`src/clnw_pkg.sv`:
```
// Shared types, codes and constants for the character-LCD nibble writer.
// No dependencies; imported by clnw_seq and char_lcd_nibble_writer.
`default_nettype none

package clnw_pkg;

    localparam int SETTLE_W  = 12;
    localparam int INDEX_W   = 7;
    localparam int COLUMN_W  = 5;
    localparam int CFG_IDX_W = 4;

    // Request codes.
    localparam logic [1:0] ACT_RAW    = 2'd0;
    localparam logic [1:0] ACT_TEXT   = 2'd1;
    localparam logic [1:0] ACT_CURSOR = 2'd2;
    localparam logic [1:0] ACT_END    = 2'd3;

    // Configuration register indexes.
    localparam logic [CFG_IDX_W-1:0] CFG_DATA_SETTLE    = 4'd0;
    localparam logic [CFG_IDX_W-1:0] CFG_COMMAND_SETTLE = 4'd1;

    localparam logic [SETTLE_W-1:0] DATA_SETTLE_RESET    = 12'd50;
    localparam logic [SETTLE_W-1:0] COMMAND_SETTLE_RESET = 12'd2050;

    localparam logic [7:0] CMD_SET_DDRAM    = 8'h80;
    localparam logic [7:0] CMD_CURSOR_RIGHT = 8'h14;

    localparam logic [COLUMN_W-1:0] MAX_COLUMN = 5'd19;

    // Character positions that end a display line.
    localparam logic [INDEX_W-1:0] LINE0_END = 7'd19;
    localparam logic [INDEX_W-1:0] LINE1_END = 7'd39;
    localparam logic [INDEX_W-1:0] LINE2_END = 7'd59;
    localparam logic [INDEX_W-1:0] LINE3_END = 7'd79;

    function automatic logic [7:0] row_addr(input logic [1:0] r);
        logic [7:0] a;
        case (r)
            2'd0:    a = 8'h00;
            2'd1:    a = 8'h40;
            2'd2:    a = 8'h14;
            2'd3:    a = 8'h54;
            default: a = 8'h00;
        endcase
        return a;
    endfunction

    // Everything the sequencer needs to start on one request.
    typedef struct packed {
        logic                rs;
        logic [7:0]          first_byte;
        logic                pend_valid;
        logic [7:0]          pend_byte;
        logic [COLUMN_W-1:0] shifts;
    } load_t;

    // One nibble strobe.
    typedef struct packed {
        logic                rs;
        logic [3:0]          nib;
        logic [SETTLE_W-1:0] settle;
        logic                last;
    } strobe_t;

endpackage

`default_nettype wire

```
`src/clnw_seq.sv`:
```
// Strobe sequencer: splits bytes into nibbles and repeats cursor-right commands
// with a down counter. Depends on clnw_pkg.
`default_nettype none

module clnw_seq
    import clnw_pkg::*;
(
    input  wire logic                clk,
    input  wire logic                rst_n,
    input  wire logic                start,
    input  wire load_t               load,
    input  wire logic                adv,
    input  wire logic [SETTLE_W-1:0] data_settle,
    input  wire logic [SETTLE_W-1:0] command_settle,
    output logic                     busy,
    output strobe_t                  strobe
);

    localparam logic [1:0] ST_IDLE = 2'd0;
    localparam logic [1:0] ST_HIGH = 2'd1;
    localparam logic [1:0] ST_LOW  = 2'd2;

    logic [1:0]          state_reg, state_next;
    logic                rs_reg, rs_next;
    logic [7:0]          byte_reg, byte_next;
    logic                pend_valid_reg, pend_valid_next;
    logic [7:0]          pend_reg, pend_next;
    logic [COLUMN_W-1:0] shifts_reg, shifts_next;
    logic                done;

    assign busy = (state_reg != ST_IDLE);
    assign done = !pend_valid_reg && (shifts_reg == '0);

    always_comb
    begin
        strobe.rs = rs_reg;
        if (state_reg == ST_LOW)
        begin
            strobe.nib    = byte_reg[3:0];
            strobe.settle = rs_reg ? data_settle : command_settle;
            strobe.last   = done;
        end
        else
        begin
            strobe.nib    = byte_reg[7:4];
            strobe.settle = '0;
            strobe.last   = 1'b0;
        end
    end

    always_comb
    begin
        state_next      = state_reg;
        rs_next         = rs_reg;
        byte_next       = byte_reg;
        pend_valid_next = pend_valid_reg;
        pend_next       = pend_reg;
        shifts_next     = shifts_reg;
        case (state_reg)
            ST_IDLE:
            begin
                if (start)
                begin
                    state_next      = ST_HIGH;
                    rs_next         = load.rs;
                    byte_next       = load.first_byte;
                    pend_valid_next = load.pend_valid;
                    pend_next       = load.pend_byte;
                    shifts_next     = load.shifts;
                end
            end
            ST_HIGH:
            begin
                if (adv)
                    state_next = ST_LOW;
            end
            ST_LOW:
            begin
                if (adv)
                begin
                    if (pend_valid_reg)
                    begin
                        state_next      = ST_HIGH;
                        rs_next         = 1'b0;
                        byte_next       = pend_reg;
                        pend_valid_next = 1'b0;
                    end
                    else if (shifts_reg != '0)
                    begin
                        // Each pass of the counter sends one cursor-right command.
                        state_next  = ST_HIGH;
                        rs_next     = 1'b0;
                        byte_next   = CMD_CURSOR_RIGHT;
                        shifts_next = shifts_reg - 1'b1;
                    end
                    else
                    begin
                        state_next = ST_IDLE;
                    end
                end
            end
            default:
            begin
                state_next = ST_IDLE;
            end
        endcase
    end

    always_ff @(posedge clk or negedge rst_n)
    begin
        if (!rst_n)
        begin
            state_reg      <= ST_IDLE;
            pend_valid_reg <= 1'b0;
            shifts_reg     <= '0;
        end
        else
        begin
            state_reg      <= state_next;
            pend_valid_reg <= pend_valid_next;
            shifts_reg     <= shifts_next;
        end
    end

    always_ff @(posedge clk)
    begin
        rs_reg   <= rs_next;
        byte_reg <= byte_next;
        pend_reg <= pend_next;
    end

endmodule

`default_nettype wire

```
`src/char_lcd_nibble_writer.sv`:
```
// Top level of the character-LCD nibble writer: request decode, line-wrap index,
// settle registers and the output register. Depends on clnw_pkg and clnw_seq.
`default_nettype none

// Each accepted request is turned into nibble beats for a 4-bit character LCD,
// high nibble first, one beat per cycle while the output side takes them. A raw
// command or end of message gives 2 beats, a text character 2 or 4 (a line wrap
// adds a row-start address command), and a cursor move 2 + 2*min(column,19)
// beats, up to 40. The sequencer steps through these one beat at a time, and no
// new request is taken until its last beat has entered the output register.
// The output register lets the last beat wait for the consumer while the next
// request is accepted. Settle times are written through the configuration port
// (index 0 data, index 1 command); other indexes are ignored.
module char_lcd_nibble_writer
    import clnw_pkg::*;
(
    input  wire logic                 clk,
    input  wire logic                 rst_n,
    input  wire logic                 cfg_valid,
    output logic                      cfg_ready,
    input  wire logic [CFG_IDX_W-1:0] cfg_index,
    input  wire logic [SETTLE_W-1:0]  cfg_data,
    input  wire logic                 in_valid,
    output logic                      in_ready,
    input  wire logic [1:0]           action,
    input  wire logic [7:0]           byte_value,
    input  wire logic [COLUMN_W-1:0]  column,
    input  wire logic [1:0]           row,
    output logic                      out_valid,
    input  wire logic                 out_ready,
    output logic                      reg_select,
    output logic [3:0]                nibble,
    output logic [SETTLE_W-1:0]       settle_us,
    output logic                      last
);

    logic [SETTLE_W-1:0] data_settle_reg, command_settle_reg;
    logic [INDEX_W-1:0]  char_index_reg, char_index_next;
    logic                out_valid_reg;
    strobe_t             out_reg;
    load_t               load;
    strobe_t             strobe;
    logic                busy, start, adv;

    assign cfg_ready = 1'b1;
    assign in_ready  = !busy;
    assign start     = in_valid && !busy;
    assign adv       = busy && (!out_valid_reg || out_ready);

    always_comb
    begin
        load.rs         = 1'b0;
        load.first_byte = byte_value;
        load.pend_valid = 1'b0;
        load.pend_byte  = CMD_SET_DDRAM;
        load.shifts     = '0;
        char_index_next = char_index_reg;
        case (action)
            ACT_RAW:
            begin
                load.first_byte = byte_value;
            end
            ACT_TEXT:
            begin
                load.rs = 1'b1;
                if (char_index_reg >= LINE3_END)
                begin
                    load.pend_valid = 1'b1;
                    load.pend_byte  = CMD_SET_DDRAM | row_addr(2'd0);
                    char_index_next = '0;
                end
                else
                begin
                    if (char_index_reg == LINE0_END)
                    begin
                        load.pend_valid = 1'b1;
                        load.pend_byte  = CMD_SET_DDRAM | row_addr(2'd1);
                    end
                    else if (char_index_reg == LINE1_END)
                    begin
                        load.pend_valid = 1'b1;
                        load.pend_byte  = CMD_SET_DDRAM | row_addr(2'd2);
                    end
                    else if (char_index_reg == LINE2_END)
                    begin
                        load.pend_valid = 1'b1;
                        load.pend_byte  = CMD_SET_DDRAM | row_addr(2'd3);
                    end
                    char_index_next = char_index_reg + 1'b1;
                end
            end
            ACT_CURSOR:
            begin
                load.first_byte = CMD_SET_DDRAM | row_addr(row);
                load.shifts     = (column > MAX_COLUMN) ? MAX_COLUMN : column;
            end
            ACT_END:
            begin
                load.first_byte = CMD_SET_DDRAM | row_addr(2'd0);
                char_index_next = '0;
            end
            default:
            begin
                load.first_byte = byte_value;
            end
        endcase
    end

    clnw_seq u_seq (
        .clk            (clk),
        .rst_n          (rst_n),
        .start          (start),
        .load           (load),
        .adv            (adv),
        .data_settle    (data_settle_reg),
        .command_settle (command_settle_reg),
        .busy           (busy),
        .strobe         (strobe)
    );

    always_ff @(posedge clk or negedge rst_n)
    begin
        if (!rst_n)
        begin
            data_settle_reg    <= DATA_SETTLE_RESET;
            command_settle_reg <= COMMAND_SETTLE_RESET;
            char_index_reg     <= '0;
            out_valid_reg      <= 1'b0;
        end
        else
        begin
            if (cfg_valid && cfg_index == CFG_DATA_SETTLE)
                data_settle_reg <= cfg_data;
            if (cfg_valid && cfg_index == CFG_COMMAND_SETTLE)
                command_settle_reg <= cfg_data;
            if (start)
                char_index_reg <= char_index_next;
            if (adv)
                out_valid_reg <= 1'b1;
            else if (out_ready)
                out_valid_reg <= 1'b0;
        end
    end

    always_ff @(posedge clk)
    begin
        if (adv)
            out_reg <= strobe;
    end

    assign out_valid  = out_valid_reg;
    assign reg_select = out_reg.rs;
    assign nibble     = out_reg.nib;
    assign settle_us  = out_reg.settle;
    assign last       = out_reg.last;

endmodule

`default_nettype wire

```
`config.mk`:
```
export PLATFORM = sky130hd
export DESIGN_NAME = char_lcd_nibble_writer
export DESIGN_NICKNAME = d
export VERILOG_FILES = /design/src/clnw_pkg.sv /design/src/clnw_seq.sv /design/src/char_lcd_nibble_writer.sv
export SDC_FILE = /design/constraint.sdc
export NUM_CORES = 1
export LEC_CHECK = 0
export BUFFER_PORTS_ARGS = -buffer_cell sky130_fd_sc_hd__clkbuf_2
export CAP_MARGIN = 20
export CORE_UTILIZATION = 45
export CTS_CLUSTER_DIAMETER = 120
export CTS_CLUSTER_SIZE = 28
export DETAILED_ROUTE_END_ITERATION = 8
export PLACE_DENSITY = 0.73
export SLEW_MARGIN = 20
export SYNTH_ARGS = -nofsm -noshare
export SYNTH_HDL_FRONTEND = slang
export SYNTH_SLANG_ARGS = --single-unit
```
`constraint.sdc`:
```
create_clock -name clk -period 4.6 [get_ports clk]
set_input_delay 0.69 -clock clk [delete_from_list [all_inputs] [get_ports clk]]
set_output_delay 0.69 -clock clk [all_outputs]
set_load 0.01 [all_outputs]
```
==> flow_summary.toml <==
[cells_and_area]
antenna_cells = 0
nets = 365
most-common-layout-cells = "clkbuf_2, dfrtp_1, edfxtp_1, nor2_1"
seqCellArea_sq_mm = 0.001878
synthToLayoutAreaGrowth_pct = 17.27
layout-drive-gt1-share_pct = 34.55
multi_input_area_sq_mm = 0.001249
fillCellCount = 608
layout_commonest_cell = "clkbuf_2"

[outcome]
status = "completed"

[timing]
rsz0062_at_grt = "false"
final-hold-violation-count = 0
setup_slack_ns = 2.497
slew_viol_final = 0
fmax_mhz = 475.5
post-route-period-util_pct = 45.72
final.setup.tns_ns = 0
period_needed_ns = 2.103
worstMarginPinSlew_ns = 0.9773
setup_violations = 0
skew_ns = 0.01140
max_slew_margin_pct = 34.85

[place]
gp_routability_congestion = 0.7689
port-buffer-count = 57
dpl.hpwl_microns = 4079
pre_cts_ws_ns = 2.427

[drt]
drtAntennaViolNets = 0
drt_iter0_markers = 107
avgRoutedWirePerCell_microns = 14.03
routed.top_layer = "met4"
wl_met1_microns = 2721
met3_length_microns = 206
met2_wirelength_microns = 2940
via_count = 2213
drc = 0
drt-pass1-iter-count = 4
via_per_inst = 5.195
drt_wl_total_microns = 5975

[critical_path]
end_kind = "output port"
start_kind = "flip-flop"
crit_slowest_cell = "dfrtp_1"
path_cells = "nor2_1, clkbuf_2"
cp.required_ns = 3.91
critPathKind = "flip-flop to output port"
max_stage_delay_ns = 0.56
arrival_ns = 1.41
cp_max_fo = 18

[synthesis]
synth_flop_cell = "dfrtp_1"
synth_edf_count = 29
synth_warnings = 0
avgSynthCellArea_sq_um = 11.96
syn_area_sq_mm = 0.003217
synth-async-reset-ratio_pct = 57.97
synth-seq-area-share_pct = 58.38
synth_fp_nets = 309
yosysUniqueCellTypes = 52
ys_ff_latch = 69
synthCells = 269

[die]
die_w_microns = 86.55
chipHeight_microns = 86.55
core_area_sq_mm = 0.006832
row_count = 30
fp.dieArea_sq_mm = 0.007491
num_io_pins = 59
initial_core_util_pct = 47.09

[clock_tree]
cts_root_buffer = "clkbuf_8"
clk_pin_slew_ns = 0.07
cts_setup_buffers = 0
cts_sinks = 69
clock_latency_ns = 0.35
cts_tree = "done"
clock_path_buffers = 2
htree_levels = 3
cts.repair.resized = 0
cts_inserted_buffers = 9
holdBufCountCts = 0

[grt]
grtUsageTotal_pct = 17.32
antenna_found_initial = 0
grt_pass1_wl_microns = 9832
grt_max_degree = 41
overflow = 0
first_global_vias = 2109

[pwr]
power_per_cell_area_mw_per_mm2 = 573.6
vdd_drop_max_mv = 0.1971
p_leak_nw = 1.634

[hold_path]
hold_path.class = "input pin to asynchronous set/reset pin"

[flow_run]
drv_cap = 0
## synth_stat cells (7+ instances only)
cell type	count	area share, %
a21oi_1	8	1.2
clkbuf_1	7	0.82
dfrtp_1	35	27
edfxtp_1	29	27
mux2_2	24	8.4
mux2i_1	12	3.7
nand2_1	24	2.8
nand2b_1	8	1.6
nor2_1	28	3.3
o21ai_0	12	1.9
## critical path: cells and delay by family (launching register included)
family                 cells  cell delay, ns
and+or+nand+nor            1            0.33
buffers and inverters      1            0.19
DFF                        1            0.56
## layout make-up
type | count | share of cell area (%)
tap | 96 | 3.184
clock buffer | 11 | 3.748
timing repair buffer | 60 | 8.159
sequential | 69 | 49.78
clock inverter | 5 | 1.526
multi-input combinational | 180 | 33.10
inverter | 5 | 0.4975
## final timing paths
path / start / endpoint / slack (ns) / cells past startpoint
setup reg to reg: u_seq.state_reg[0]$_DFFE_PN0P_ / u_seq.state_reg[0]$_DFFE_PN0P_ / 2.71 / 5
max in group asynchronous: rst_n / data_settle_reg[3]$_DFFE_PN0P_ / 3.50 / 1
min in group clk: command_settle_reg[0]$_DFFE_PN0P_ / command_settle_reg[0]$_DFFE_PN0P_ / 0.51 / 1
hold / removal: rst_n / u_seq.shifts_reg[2]$_DFFE_PN0P_ / 0.50 / 1
hold reg to reg: command_settle_reg[0]$_DFFE_PN0P_ / command_settle_reg[0]$_DFFE_PN0P_ / 0.51 / 1
setup / recovery: u_seq.state_reg[0]$_DFFE_PN0P_ / in_ready / 2.50 / 2
## per-layer routing
layer  up-vias  GRT usage, %
li1       1069             -
met1      1082         22.43
met2        52         27.78
met3        10         2.762
met4         0         10.00
met5         -             0
## power breakdown
group | switching [mW] | total [mW] | internal (mW)
clock | 0.233 | 0.500 | 0.267
combinational | 0.355 | 0.626 | 0.271
sequential | 0.144 | 1.04 | 0.894
total | 0.733 | 2.16 | 1.43
## stage by stage
step | total power, mW | instances | util (%) | hold slack (ns) | cell area [sq um]
floorplan | 1.475 | 269 | - | 0.3944 | 3217
global placement | 1.658 | 410 | 52.27 | 0.4857 | 3571
detailed placement | 1.680 | 410 | 52.27 | 0.4936 | 3571
CTS | 2.175 | 426 | 55.18 | 0.5109 | 3770
global route | 2.292 | 426 | 55.22 | 0.5251 | 3772
finish | 2.164 | 426 | 55.22 | 0.4960 | 3772
## cells by family (layout without fill, tap and decap cells)
kind of cell / count (synthesis) / count (layout) / synth area share, %
compound gates: 38 / 38 / 7.779
xor+xnor: 5 / 5 / 1.361
fa+ha+maj: 2 / 2 / 0.7778
buf+inv: 20 / 81 / 2.878
flops: 69 / 69 / 58.38
mux: 37 / 37 / 12.60
other cells: 1 / 1 / 0.1166
simple gates: 97 / 97 / 16.10
(Power assumes the default switching activity.)
